[config.mk]
export PLATFORM = sky130hd
export DESIGN_NAME = integer_string_validator
export DESIGN_NICKNAME = d
export VERILOG_FILES = /design/src/isv_pkg.sv /design/src/isv_step.sv /design/src/integer_string_validator.sv
export SDC_FILE = /design/constraint.sdc
export NUM_CORES = 1
export LEC_CHECK = 0
export ABC_CLOCK_PERIOD_IN_PS = 3300
export BUFFER_PORTS_ARGS = -buffer_cell sky130_fd_sc_hd__buf_2
export CAP_MARGIN = 10
export CORE_AREA = 2 2 99 101
export DETAILED_ROUTE_END_ITERATION = 10
export DIE_AREA = 0 0 101 103
export GPL_ROUTABILITY_DRIVEN = 0
export PLACE_DENSITY = 0.6
export REMOVE_ABC_BUFFERS = 1
export SYNTH_ARGS = -nofsm -noshare
export SYNTH_HDL_FRONTEND = slang
export SYNTH_SLANG_ARGS = --single-unit
export TNS_END_PERCENT = 10
[constraint.sdc]
create_clock -name clk -period 3.3 [get_ports clk]
set_input_delay 0.165 -clock clk [delete_from_list [all_inputs] [get_ports clk]]
set_output_delay 0.165 -clock clk [all_outputs]
set_load 0.005 [all_outputs]
[src/isv_pkg.sv]
// Shared constants, types and codes for the integer string validator.
package isv_pkg;

  localparam int MAX_LEN = 12;
  // Count saturates at MAX_LEN + 1, so it must hold that value.
  localparam int CNT_W   = $clog2(MAX_LEN + 2);
  localparam int ACC_W   = 31;

  localparam logic [CNT_W-1:0] CNT_MAX = CNT_W'(MAX_LEN);

  localparam logic [ACC_W-1:0] LIMIT_TENTH = ACC_W'(214748364);
  localparam logic [3:0]       LIMIT_LAST  = 4'd7;

  localparam logic [7:0] CH_NUL   = 8'h00;
  localparam logic [7:0] CH_SPACE = 8'h20;
  localparam logic [7:0] CH_PLUS  = 8'h2B;
  localparam logic [7:0] CH_MINUS = 8'h2D;
  localparam logic [7:0] CH_ZERO  = 8'h30;
  localparam logic [7:0] CH_NINE  = 8'h39;

  localparam logic [2:0] PH_LEAD   = 3'd0;
  localparam logic [2:0] PH_SIGN   = 3'd1;
  localparam logic [2:0] PH_DIGITS = 3'd2;
  localparam logic [2:0] PH_TRAIL  = 3'd3;
  localparam logic [2:0] PH_STOP   = 3'd4;

  typedef struct packed {
    logic [2:0]       phase;
    logic [ACC_W-1:0] acc;
    logic             digit_seen;
    logic [CNT_W-1:0] count;
    logic             range_fault;
    logic             char_fault;
  } scan_state_t;

  typedef struct packed {
    logic status;
    logic too_long;
    logic bad_character;
    logic no_digits;
    logic out_of_range;
  } scan_result_t;

  localparam scan_state_t SCAN_RESET = '{
    phase:       PH_LEAD,
    acc:         '0,
    digit_seen:  1'b0,
    count:       '0,
    range_fault: 1'b0,
    char_fault:  1'b0
  };

endpackage

[src/isv_step.sv]
// One character step of the scan: next state and the end-of-string status.
module isv_step
  import isv_pkg::*;
(
  input  scan_state_t  cur,
  input  logic [7:0]   char_code,
  input  logic         last_char,
  input  logic         empty_string,
  output scan_state_t  nxt,
  output scan_result_t res
);

  scan_state_t upd;
  logic        is_digit;
  logic [3:0]  digit;
  logic        fits;
  logic [34:0] acc_x10;
  logic        tl;
  logic        bad;
  logic        nod;
  logic        oor;

  assign is_digit = (char_code >= CH_ZERO) && (char_code <= CH_NINE);
  assign digit    = 4'(char_code - CH_ZERO);
  assign fits     = (cur.acc < LIMIT_TENTH) ||
                    ((cur.acc == LIMIT_TENTH) && (digit <= LIMIT_LAST));
  // acc * 10 as (acc << 3) + (acc << 1), plus the new digit
  assign acc_x10  = {1'b0, cur.acc, 3'b000} + {3'b000, cur.acc, 1'b0} +
                    {31'd0, digit};

  always_comb begin
    upd = cur;
    if (!empty_string) begin
      if (cur.count <= CNT_MAX) begin
        upd.count = cur.count + 1'b1;
      end
      if (cur.phase < PH_STOP) begin
        if (char_code == CH_NUL) begin
          upd.phase = PH_STOP;
        end else if ((cur.phase == PH_LEAD) && (char_code == CH_SPACE)) begin
          upd.phase = PH_LEAD;
        end else if ((cur.phase == PH_LEAD) &&
                     ((char_code == CH_PLUS) || (char_code == CH_MINUS))) begin
          upd.phase = PH_SIGN;
        end else if ((cur.phase != PH_TRAIL) && is_digit) begin
          upd.digit_seen = 1'b1;
          if (fits) begin
            upd.acc   = acc_x10[ACC_W-1:0];
            upd.phase = PH_DIGITS;
          end else begin
            upd.range_fault = 1'b1;
            upd.phase       = PH_STOP;
          end
        end else if (char_code == CH_SPACE) begin
          upd.phase = PH_TRAIL;
        end else begin
          upd.char_fault = 1'b1;
          upd.phase      = PH_STOP;
        end
      end
    end
  end

  // An empty string reports clean; a range fault masks the character flags.
  always_comb begin
    tl  = 1'b0;
    bad = 1'b0;
    nod = 1'b0;
    oor = 1'b0;
    if (upd.count != '0) begin
      tl = upd.count > CNT_MAX;
      if (upd.range_fault) begin
        oor = 1'b1;
      end else begin
        bad = upd.char_fault;
        nod = !upd.digit_seen;
      end
    end
  end

  assign res.status        = tl | bad | nod | oor;
  assign res.too_long      = tl;
  assign res.bad_character = bad;
  assign res.no_digits     = nod;
  assign res.out_of_range  = oor;

  assign nxt = last_char ? SCAN_RESET : upd;

endmodule

[src/integer_string_validator.sv]
// Top level of the integer string validator: input stage, scan state, result register.
//
//   channel  direction  payload                                   handshake
//   in_      input      char_code, last_char, empty_string        in_valid / in_ready
//   out_     output     status, too_long, bad_character,          out_valid / out_ready
//                       no_digits, out_of_range
//
// One character per cycle unless a waiting result stalls the stage: a transfer lands in
// the input stage, which then updates the scan state through one step of compare,
// shift-add and phase logic. The result of a string is captured in the result register
// as the stage passes on the character that ends the string.
// Reset (rst_n low, synchronous) clears the stage, the scan state and the result valid.
// A waiting result stalls only the stage that holds the next last character.
module integer_string_validator
  import isv_pkg::*;
(
  input  logic       clk,
  input  logic       rst_n,
  input  logic       in_valid,
  output logic       in_ready,
  input  logic [7:0] in_char_code,
  input  logic       in_last_char,
  input  logic       in_empty_string,
  output logic       out_valid,
  input  logic       out_ready,
  output logic       out_status,
  output logic       out_too_long,
  output logic       out_bad_character,
  output logic       out_no_digits,
  output logic       out_out_of_range
);

  logic         stg_valid_r;
  logic [7:0]   stg_char_r;
  logic         stg_last_r;
  logic         stg_empty_r;
  scan_state_t  state_r;
  scan_state_t  state_nxt;
  scan_result_t res_nxt;
  scan_result_t res_r;
  logic         out_valid_r;
  logic         stg_go;
  logic         in_xfer;

  isv_step u_step (
    .cur          (state_r),
    .char_code    (stg_char_r),
    .last_char    (stg_last_r),
    .empty_string (stg_empty_r),
    .nxt          (state_nxt),
    .res          (res_nxt)
  );

  // Advance the stage unless it carries a last character and the result is held.
  assign stg_go   = stg_valid_r && (!stg_last_r || !out_valid_r || out_ready);
  assign in_ready = !stg_valid_r || stg_go;
  assign in_xfer  = in_valid && in_ready;

  always_ff @(posedge clk) begin
    if (!rst_n) begin
      stg_valid_r <= 1'b0;
      state_r     <= SCAN_RESET;
      out_valid_r <= 1'b0;
    end else begin
      if (in_xfer) begin
        stg_valid_r <= 1'b1;
      end else if (stg_go) begin
        stg_valid_r <= 1'b0;
      end
      if (stg_go) begin
        state_r <= state_nxt;
      end
      if (stg_go && stg_last_r) begin
        out_valid_r <= 1'b1;
      end else if (out_ready) begin
        out_valid_r <= 1'b0;
      end
    end
  end

  always_ff @(posedge clk) begin
    if (in_xfer) begin
      stg_char_r  <= in_char_code;
      stg_last_r  <= in_last_char;
      stg_empty_r <= in_empty_string;
    end
    if (stg_go && stg_last_r) begin
      res_r <= res_nxt;
    end
  end

  assign out_valid         = out_valid_r;
  assign out_status        = res_r.status;
  assign out_too_long      = res_r.too_long;
  assign out_bad_character = res_r.bad_character;
  assign out_no_digits     = res_r.no_digits;
  assign out_out_of_range  = res_r.out_of_range;

endmodule

==> metrics.txt, run 1 <==
chip width=101 um; CTS clk-pin slew, worst paths=0.07 ns; critical path, cell by cell=inv_1, fa_1, inv_1, fa_1, a211oi_2, o211a_1, or4_4, a211oi_2, a211oi_2, nor4_2, a311oi_1, a22o_1; Leak=0.002170 uW; Port Buffer Count=20; most flop-heavy register=state_r; part of the cycle the worst path needs=between 90% and 100%; Skew-Pair Late Insertion Delay=0.34 ns; worst reg2reg setup slack=about 0.17 ns; first-pass GRT wire length=~16 mm; Hold Vio Cnt, Final=0; register area share after synthesis=32.04%; Synth Instances=441; Net Sw Power=about 350 uW; Vias/cell=5.802; ANT cells=0; Worst Tran Pin Value=~1 ns; most numerous cell in the Yosys netlist=ha_1; Yosys top cell area share=21.03%; Synth top cells by count=ha_1, dfxtp_1, nor2_1; most area-consuming cells after synthesis=dfxtp_1, ha_1, edfxtp_1; drt drc=0; synthesized flop and latch total=between 50 and 60; Total GRT Usage=18.82%; biggest regs=state_r (41), stg_char_r (8); Worst Path Buf+Inv=2; fin. max-slew vios=0; Distinct cells, synth=57; DRT Pass-1 Iters=4; Tmin final=3.134 ns; Hold WC Path Type=in -> reg; Routed WL=9.329 mm; largest area contributor in the netlist=dfxtp_1; CP startpoint kind=flip-flop; f_max=319.1 MHz; TritonCTS clock tree=yes; initial antenna violation count=0; drt initial violations=147; Die Height=slightly above 100 um; fill count=921; DPL Wire Length=6.941 mm; CP top delay family=compound AO/OA/AOI/OAI gates; Mean Syn Cell Area=approximately 9.3 um2; Worst setup EP type=flip-flop; Worst Path Max Fanout=5; Pint=1115 uW; die area=0.01040 mm2; CTS root buffer=clkbuf_8; DR vias=3464; ANT nets after route=0; EDFF count, synth=15; relative slew slack=roughly a third; Ports=21; count of final setup violators=0; CTS Buf Count=9; status=complete, no violations; H-Tree Depth=3; skew final=0.006347 ns; Crit Path Class=reg -> reg; largest net degree at the start of global routing=29; Area Growth Syn to Fin=13.02%; PwrDens=roughly 320 mW/mm2; Synth async-reset ratio=0%; CTS max path bufs=2; dpl ws=between 0.06 and 0.07 ns; Post-Synthesis Cell Area=0.004093 mm2; core area=around 0.0095 mm2; clock power share=around 44%; combinational share of power=4.7%; DR WL/cell=15.63 um; fin nets=552; Syn. warnings=0; critical path's most frequent cell=a211oi_2; total global routing overflow=0; post-route worst setup slack=around 0.17 ns; Net Sw Frac=23.90%; max reg flops=41; VDD IR max=0.2027 mV; post-layout util=48.90%; Max-Cap Viols=0; Crit-path slowest cell=or4_4; vias in the first global route=3319; Clock Sinks=58; sequential share of power=51.3%; Starting Density=43.27%; Top FF cell, synth=dfxtp_1; crit path DAT=3.37 ns; layout cells sized above 1=10.97%; Worst Path Required=3.53 ns; max incr delay on CP=0.51 ns; # rows=36
[cells by family after synthesis]
group                      Yosys count  synth area share, %
xor gates and xnor gates            26                5.564
buffers and inverters               25                2.996
AOI/OAI and AO/OA                  145                25.34
and+or+nand+nor                    127                15.35
adders and majority gates           60                18.71
DFF                                 58                32.04
[placed cells by master, fill, tap and decap left out, drive strengths merged, types with 3 or more instances in the layout]
master       instances
a211o                4
a211oi               5
a21o                 7
a21oi               33
a22o                26
a31oi                6
a41oi                3
and3                 5
buf                 26
clkbuf              10
clkinv               5
dfxtp               43
dlygate4sd3         10
edfxtp              15
ha                  58
inv                 15
nand2               31
nand2b               3
nand3               12
nand4                4
nor2                36
nor2b                9
nor3                12
nor4                 5
o211a                3
o211ai               4
o21a                 4
o21ai               25
o2bb2ai              4
o31ai                5
xnor2               14
xor2                12
[tightest hold or removal path, stage by stage]
cell,delay [ns]
buf_2,0.10
inv_1,0.06
a21boi_0,0.07
[routing by layer]
| metal | global-route usage, % | vias up | part of all wire (%) |
|---|---|---|---|
| met5 | 0 | - | 0 |
| met4 | 7.069 | 0 | 1.8 |
| met3 | 3.390 | 15 | 2.7 |
| met2 | 30.10 | 55 | 46 |
| met1 | 25.48 | 1638 | 49 |
| li1 | - | 1756 | - |
[power groups by stage]
stage	Combinational [uW]	Clock, uW	Sequential, uW
3_5_place_dp	60.5	0	768
5_1_grt	78.5	697	753
4_1_cts	69.2	663	751
2_1_floorplan	34.9	0	765
3_3_place_gp	59.7	0	767
6_report	69.5	644	752
[metrics by stage]
step | setup TNS, ns | area, um2 | power (uW) | hold slack, ns | std cells
6_report | 0 | 4626 | 1465 | 0.1041 | 597
2_1_floorplan | 0 | 4026 | 800.0 | 0.2639 | 431
3_5_place_dp | 0 | 4299 | 828.1 | 0.3431 | 569
4_1_cts | 0 | 4574 | 1484 | 0.001883 | 594
5_1_grt | -0.01322 | 4626 | 1529 | 0.1096 | 597
3_3_place_gp | 0 | 4299 | 826.7 | 0.3422 | 569
[path summary, 6_finish.rpt]
check,startpoint,to,cells after the start
worst max register to register,state_r[9],state_r[37],12
worst min-delay path,in_valid,stg_valid_r,3
worst max-delay path,state_r[9],state_r[37],12
worst min register to register,state_r[36],state_r[36],2
[area by class of cell]
cell class	instances	area (um2)	area share, %
repair buffers	36	245.2	5.302
clock buffers	10	127.6	2.759
well taps	114	142.6	3.084
multi-input cells	358	2685	58.05
flip-flops and latches	58	1311	28.35
clock inverters	6	57.56	1.244
inverters	15	56.30	1.217
[timing repair]
action / 4_1_cts / 5_1_grt
gates resized for setup: 0 / 4
hold buffers: 9 / 1
setup endpoints to repair: 0 / 5
endpoints found under the hold margin: 9 / 1
setup buffers: 0 / 2
Power figures use the tool's default switching activity.
==> run 2: changes to the inputs <==
--- a/config.mk
+++ b/config.mk
@@ -8,11 +8,11 @@
 export ABC_CLOCK_PERIOD_IN_PS = 3300
 export BUFFER_PORTS_ARGS = -buffer_cell sky130_fd_sc_hd__buf_2
 export CAP_MARGIN = 10
-export CORE_AREA = 2 2 99 101
+export CORE_AREA = 2 2 85 87
 export DETAILED_ROUTE_END_ITERATION = 10
-export DIE_AREA = 0 0 101 103
+export DIE_AREA = 0 0 87 89
 export GPL_ROUTABILITY_DRIVEN = 0
-export PLACE_DENSITY = 0.6
+export PLACE_DENSITY = 0.78
 export REMOVE_ABC_BUFFERS = 1
 export SYNTH_ARGS = -nofsm -noshare
 export SYNTH_HDL_FRONTEND = slang
==> run 2 against run 1 <==
Net effect: power shrank 2.5%; first-iteration DRC count grew 14%; highest routed layer unchanged; clock power shrank 6.1%; final cell count shrank 5.5%; design area shrank 1.5%; non-clock buffer count grew 1; sequential power is essentially flat.
==> metrics.txt, run 2 (synthesis results as in run 1) <==
most used routing layer=met2 (unchanged); Reg2Reg Launch Point=stg_char_r[3] (was state_r[9]); CP startpoint kind=flip-flop (unchanged); Worst Tran Pin Value=1.144 ns (was 1.002 ns); ANT cells=0 (unchanged); skew final=0.008098 ns (was 0.006347 ns); Hold Crit Start=in_empty_string (was in_valid); Skew-Pair Late Insertion Delay=0.34 ns (about the same); first-pass GRT wire length=15.88 mm (was 15.55 mm); Crit-path slowest cell=or4_4 (unchanged); final instance area=0.004557 mm2 (was 0.004626 mm2); fin nets=553 (was 552); Worst setup EP type=flip-flop (unchanged); Worst Path Buf+Inv=3 (was 2); Worst Path Max Fanout=4 (was 5); CP top delay family=compound AO/OA/AOI/OAI gates (unchanged); Hold WC Path Type=in -> reg (unchanged); # rows=30 (was 36); fin. max-slew vios=0 (unchanged); PwrDens=313.5 mW/mm2 (was 316.7 mW/mm2); DRT Pass-1 Iters=5 (was 4); chip width=87 um (was 101 um); critical path, cell by cell=inv_2, fa_1, inv_2, fa_2, a211oi_1, o211a_1, or4_4, a211oi_2, a211oi_2, buf_4, nor4_2, a311oi_1, a22o_1 (was inv_1, fa_1, inv_1, fa_1, a211oi_2, o211a_1, or4_4, a211oi_2, a211oi_2, nor4_2, a311oi_1, a22o_1); RSZ-0062 raised after global routing=yes; Leak=0.002138 uW (was 0.002170 uW); CTS Buf Count=9 (unchanged); M3 GR Usage=5.725% (was 3.390%); vias in the first global route=3448 (was 3319); f_max=306.1 MHz (was 319.1 MHz); Clock Sinks=58 (unchanged); most common cell after layout, fill and taps aside=ha_1 (unchanged); post-route worst setup slack=0.03271 ns (was 0.1659 ns); dpl ws=0.07881 ns (was 0.06189 ns); Hold Vio Cnt, Final=0 (unchanged); TritonCTS clock tree=yes (unchanged); Tmin final=3.267 ns (was 3.134 ns); critical path depth=13 (was 12); DR WL/cell=17.28 um (was 15.63 um); most flop-heavy register=state_r (unchanged); VDD IR max=0.2613 mV (was 0.2027 mV); Min Hold Slack=0.008840 ns (was 0.1041 ns); R2R depth=13 (was 12); CTS root buffer=clkbuf_8 (unchanged); Starting Density=60.91% (was 43.27%); Vias/cell=6.433 (was 5.802); die area=0.007743 mm2 (was 0.01040 mm2); max incr delay on CP=0.51 ns (about the same); DPL Wire Length=6.911 mm (was 6.941 mm); relative slew slack=23.40% (was 32.90%); drt drc=0 (unchanged); core area=0.006719 mm2 (was 0.009459 mm2); Setup TNS=0 ns (unchanged); Worst Path Required=3.54 ns (was 3.53 ns); drt initial violations=168 (was 147); Hold Crit Depth=1 (was 3); H-Tree Depth=3 (unchanged); DR vias=3628 (was 3464); grt met2 use=41.36% (was 30.10%); Total GRT Usage=26.16% (was 18.82%); total global routing overflow=0 (unchanged); initial antenna violation count=0 (unchanged); Port Buffer Count=20 (unchanged); Die Height=89 um (was 103 um); Ports=21 (unchanged); layout cells sized above 1=12.19% (was 10.97%); CTS max path bufs=2 (unchanged); status=complete, no violations (unchanged); part of the cycle the worst path needs=99.01% (was 94.97%); max reg flops=41 (unchanged); largest net degree at the start of global routing=16 (was 29); most frequent cells in the layout=ha_1, dfxtp_1, nor2_1 (unchanged); Routed WL=9.744 mm (was 9.329 mm); CTS clk-pin slew, worst paths=0.07 ns (about the same); Hold Path End=stg_empty_r (was stg_valid_r); Max-Cap Viols=0 (unchanged); worst reg2reg setup slack=0.03 ns (was 0.17 ns); count of final setup violators=0 (unchanged); biggest regs=state_r (41), stg_char_r (8) (unchanged); worst reg2reg endpoint=state_r[37] (unchanged); crit path DAT=3.50 ns (was 3.37 ns); Area Growth Syn to Fin=11.34% (was 13.02%); Crit Path Class=reg -> reg (unchanged); ANT nets after route=0 (unchanged); fill count=543 (was 921); global-route met1 utilization=35.29% (was 25.48%); Cell Area, Placed=0.004264 mm2 (was 0.004299 mm2)
run 2: cell count changes in the layout (fill, tap and decap cells not counted), moves of 2 or more:
cell	change
dlygate4sd3_1	-2
buf_4	+3
inv_1	-2
inv_2	+2
run 2: layout make-up:
cell class / count / area (um2) / share of cell area (%)
timing repair buffer: 37 / 247.7 / 5.437
clock inverter: 6 / 41.29 / 0.9061
multi-input combinational: 358 / 2661 / 58.40
inverter: 15 / 56.30 / 1.236
clock buffer: 10 / 137.6 / 3.020
sequential: 58 / 1313 / 28.80
tap: 80 / 100.1 / 2.197
run 2: repair_timing:
action,in CTS,in global routing
hold buffers,8,0
gates resized for setup,0,4
endpoints found under the hold margin,8,0
setup endpoints to repair,0,6
setup buffers,0,4
run 2: worst max path at each step:
stage	startpoint	slack, ns	end
after floorplan	stg_char_r[3]	0.28	state_r[35]
after global placement	stg_char_r[3]	0.17	state_r[35]
after detailed placement	stg_char_r[3]	0.08	state_r[35]
after CTS	stg_char_r[3]	0.04	state_r[35]
after global routing	stg_char_r[3]	-0.05	state_r[37]
final	stg_char_r[3]	0.03	state_r[37]
run 2: power by group:
part / leakage (uW) / switching [uW] / total (uW) / internal [uW]
clock: 0.0000926 / 312 / 605 / 293
combinational: 0.00155 / 42.6 / 71.5 / 29.0
sequential: 0.000492 / 10.7 / 752 / 742
run 2: per-layer routing:
metal  routed length, um  vias to the layer above
met4                 195                        0
met3                 570                       18
met5                   0                        -
met1                4386                     1731
met2                4592                      119
li1                    -                     1760
run 2: per-stage QoR:
step | power, uW | util, % | std cells
finish | 1429 | 67.82 | 564
global placement | 824.7 | 63.46 | 536
floorplan | 800.0 | - | 431
global route | 1474 | 67.82 | 564
detailed placement | 827.5 | 63.46 | 536
CTS | 1429 | 67.32 | 560
==> run 3: changes to the inputs <==
--- a/config.mk
+++ b/config.mk
@@ -5,14 +5,15 @@
 export SDC_FILE = /design/constraint.sdc
 export NUM_CORES = 1
 export LEC_CHECK = 0
+export ABC_AREA = 1
 export ABC_CLOCK_PERIOD_IN_PS = 3300
 export BUFFER_PORTS_ARGS = -buffer_cell sky130_fd_sc_hd__buf_2
 export CAP_MARGIN = 10
-export CORE_AREA = 2 2 85 87
+export CORE_AREA = 2 2 94 96
 export DETAILED_ROUTE_END_ITERATION = 10
-export DIE_AREA = 0 0 87 89
+export DIE_AREA = 0 0 96 98
 export GPL_ROUTABILITY_DRIVEN = 0
-export PLACE_DENSITY = 0.78
+export PLACE_DENSITY = 0.8
 export REMOVE_ABC_BUFFERS = 1
 export SYNTH_ARGS = -nofsm -noshare
 export SYNTH_HDL_FRONTEND = slang
==> run 3 against run 2 <==
Net effect: maximum frequency is 23% higher; non-clock buffer count shrank 4; worst setup slack better by 0.61 ns; synthesized cell count up 73%; clock power is 25% higher; power increased by 12%; via count rose by 41%; final cell count grew 61%; clock skew up 0.0024 ns; flip-flop and latch count stayed put; largest cell class unchanged.
==> metrics.txt, run 3 <==
Worst Tran Pin Value=0.6606 ns (was 1.144 ns); Die Height=98 um (was 89 um); crit path DAT=2.89 ns (was 3.50 ns); drt initial violations=367 (was 168); fin nets=870 (was 553); fin. max-slew vios=0 (unchanged); post-CTS setup buffer count=0 (unchanged); vias in the first global route=4914 (was 3448); Synth Area in XOR/XNOR=2.025% (was 5.564%); DPL Wire Length=9.855 mm (was 6.911 mm); Leak=0.002804 uW (was 0.002138 uW); skew final=0.01045 ns (was 0.008098 ns); relative slew slack=55.96% (was 23.40%); Synth top cells by count=nand2_1, inv_1, nor2_1 (was ha_1, dfxtp_1, nor2_1); f_max=375.9 MHz (was 306.1 MHz); ANT cells=0 (unchanged); Synth Area in Simple Gates=38.14% (was 15.35%); Clock Sinks=58 (unchanged); synthesized flop and latch total=58 (unchanged); DR vias=5112 (was 3628); die area=0.009408 mm2 (was 0.007743 mm2); Area Growth Syn to Fin=9.257% (was 11.34%); post-layout util=66.98% (was 67.82%); Worst Path Buf+Inv=2 (was 3); Synth Area in Adders=14.75% (was 18.71%); Distinct cells, synth=40 (was 57); Worst Path Required=3.53 ns (was 3.54 ns); most common cell after layout, fill and taps aside=nand2_1 (was ha_1); most frequent cells in the layout=nand2_1, inv_1, nor2_1 (was ha_1, dfxtp_1, nor2_1); initial antenna violation count=0 (unchanged); Max-Cap Viols=0 (unchanged); Crit-path slowest cell=fa_1 (was or4_4); Synth Instances=765 (was 441); VDD IR max=0.3497 mV (was 0.2613 mV); largest area contributor in the netlist=dfxtp_1 (unchanged); part of the cycle the worst path needs=80.61% (was 99.01%); complex-gate fraction of the synthesized area=10.29% (was 25.34%); CTS Buf Count=9 (unchanged); Skew-Pair Late Insertion Delay=0.35 ns (was 0.34 ns); Hold Vio Cnt, Final=0 (unchanged); Post-Synthesis Cell Area=0.005190 mm2 (was 0.004093 mm2); CP startpoint kind=flip-flop (unchanged); Routed WL=13.13 mm (was 9.744 mm); register area share after synthesis=25.27% (was 32.04%); CTS Hold Bufs=9 (was 8); ANT nets after route=0 (unchanged); Top FF cell, synth=dfxtp_1 (unchanged); largest family of logic cells by synthesized area=simple AND/OR/NAND/NOR gates (was compound AO/OA/AOI/OAI gates); layout cells sized above 1=12.61% (was 12.19%); EDFF count, synth=15 (unchanged); # rows=34 (was 30); Starting Density=61.31% (was 60.91%); DRT Pass-1 Iters=5 (unchanged); status=complete, no violations (unchanged); Crit Path Class=reg -> reg (unchanged); mux share of post-synthesis cell area=0% (unchanged); most flop-heavy register=state_r (unchanged); Syn. warnings=0 (unchanged); Vias/cell=5.624 (was 6.433); drt drc=0 (unchanged); critical path, cell by cell=inv_1, fa_1, inv_1, fa_1, nand2_1, nand2_1, nand3_1, nand2_1, nand3_1, nand2_1, or2_2, nand3_2, a21oi_1 (was inv_2, fa_1, inv_2, fa_2, a211oi_1, o211a_1, or4_4, a211oi_2, a211oi_2, buf_4, nor4_2, a311oi_1, a22o_1); RSZ-0062 raised after global routing=no (was yes); H-Tree Depth=3 (unchanged); critical path's most frequent cell=nand2_1; core area=0.008466 mm2 (was 0.006719 mm2); storage element area=0.001311 mm2 (was 0.001313 mm2); count of final setup violators=0 (unchanged); CTS max path bufs=2 (unchanged); most area-consuming cells after synthesis=dfxtp_1, nand2_1, ha_1 (was dfxtp_1, ha_1, edfxtp_1); chip width=96 um (was 87 um); CTS clk-pin slew, worst paths=0.08 ns (was 0.07 ns); area of the multi-input gates=0.003385 mm2 (was 0.002661 mm2); Worst setup EP type=flip-flop (unchanged); Setup TNS=0 ns (unchanged); Port Buffer Count=20 (unchanged); Ports=21 (unchanged); TritonCTS clock tree=yes (unchanged); fill count=720 (was 543); DR WL/cell=14.44 um (was 17.28 um); Total GRT Usage=29.47% (was 26.16%); Worst Path Max Fanout=4 (unchanged); first-pass GRT wire length=21.92 mm (was 15.88 mm); biggest regs=state_r (41), stg_char_r (8) (unchanged); Mean Syn Cell Area=6.784 um2 (was 9.280 um2); Gates resized, CTS repair=0 (unchanged); Hold WC Path Type=in -> reg (unchanged); PwrDens=283.1 mW/mm2 (was 313.5 mW/mm2); largest net degree at the start of global routing=34 (was 16); max incr delay on CP=0.54 ns (was 0.51 ns); max reg flops=41 (unchanged); total global routing overflow=0 (unchanged); Yosys top cell area share=16.59% (was 21.03%); most numerous cell in the Yosys netlist=nand2_1 (was ha_1); Synth async-reset ratio=0% (unchanged); Tmin final=2.660 ns (was 3.267 ns); CP top delay family=adder cells (was compound AO/OA/AOI/OAI gates); CTS root buffer=clkbuf_8 (unchanged)
-- run 3: logic make-up after synthesis --
group                      count (synthesis)
xor gates and xnor gates                  12
adders and majority gates                 60
buffers and inverters                    117
DFF                                       58
AOI/OAI and AO/OA                         92
and+or+nand+nor                          426
-- run 3: metal layers --
| layer | vias to the layer above | GRT usage (%) | share of wire, % |
|---|---|---|---|
| met4 | 0 | 10.55 | 2.0 |
| met1 | 2359 | 37.00 | 44 |
| met2 | 169 | 49.84 | 49 |
| li1 | 2562 | - | - |
| met3 | 22 | 5.478 | 5.5 |
| met5 | - | 0 | 0 |
-- run 3: area by class of cell --
class	count	area share, %
Sequential cell	58	23.12
Clock inverter	7	1.809
Inverter	104	6.884
Clock buffer	9	2.184
Timing Repair Buffer	33	3.928
Multi-Input combinational cell	590	59.69
Tap cell	108	2.383
-- run 3: power breakdown --
group	internal [uW]	switching, uW	leakage (uW)
sequential	743	10.2	0.000491
combinational	33.9	60.0	0.00220
clock	431	327	0.000110
-- run 3: worst reg2reg max path: stages, from the launching register on --
cell,delay (ns)
edfxtp_1,0.37
inv_1,0.09
fa_1,0.54
inv_1,0.07
fa_1,0.47
nand2_1,0.13
nand2_1,0.09
nand3_1,0.09
nand2_1,0.12
nand3_1,0.10
nand2_1,0.07
or2_2,0.29
nand3_2,0.07
a21oi_1,0.05
-- run 3: metrics by stage --
stage	area (um2)	setup WS [ns]	cells	hold slack [ns]	power, uW
4_1_cts	5660	0.6348	908	0.0005084	1616
6_report	5670	0.6400	909	0.09043	1605
3_5_place_dp	5344	0.6370	883	0.3431	851.7
3_3_place_gp	5344	0.7589	883	0.3425	847.9
5_1_grt	5670	0.4016	909	0.09467	1659
2_1_floorplan	5086	0.8231	752	0.2639	820.3
-- run 3: worst paths after layout --
path | cells past startpoint | end | slack, ns | from
setup reg to reg | 13 | state_r[25] | 0.64 | stg_char_r[3]
hold reg to reg | 2 | state_r[38] | 0.47 | state_r[38]
hold / removal | 3 | state_r[17] | 0.09 | rst_n
setup / recovery | 13 | state_r[25] | 0.64 | stg_char_r[3]
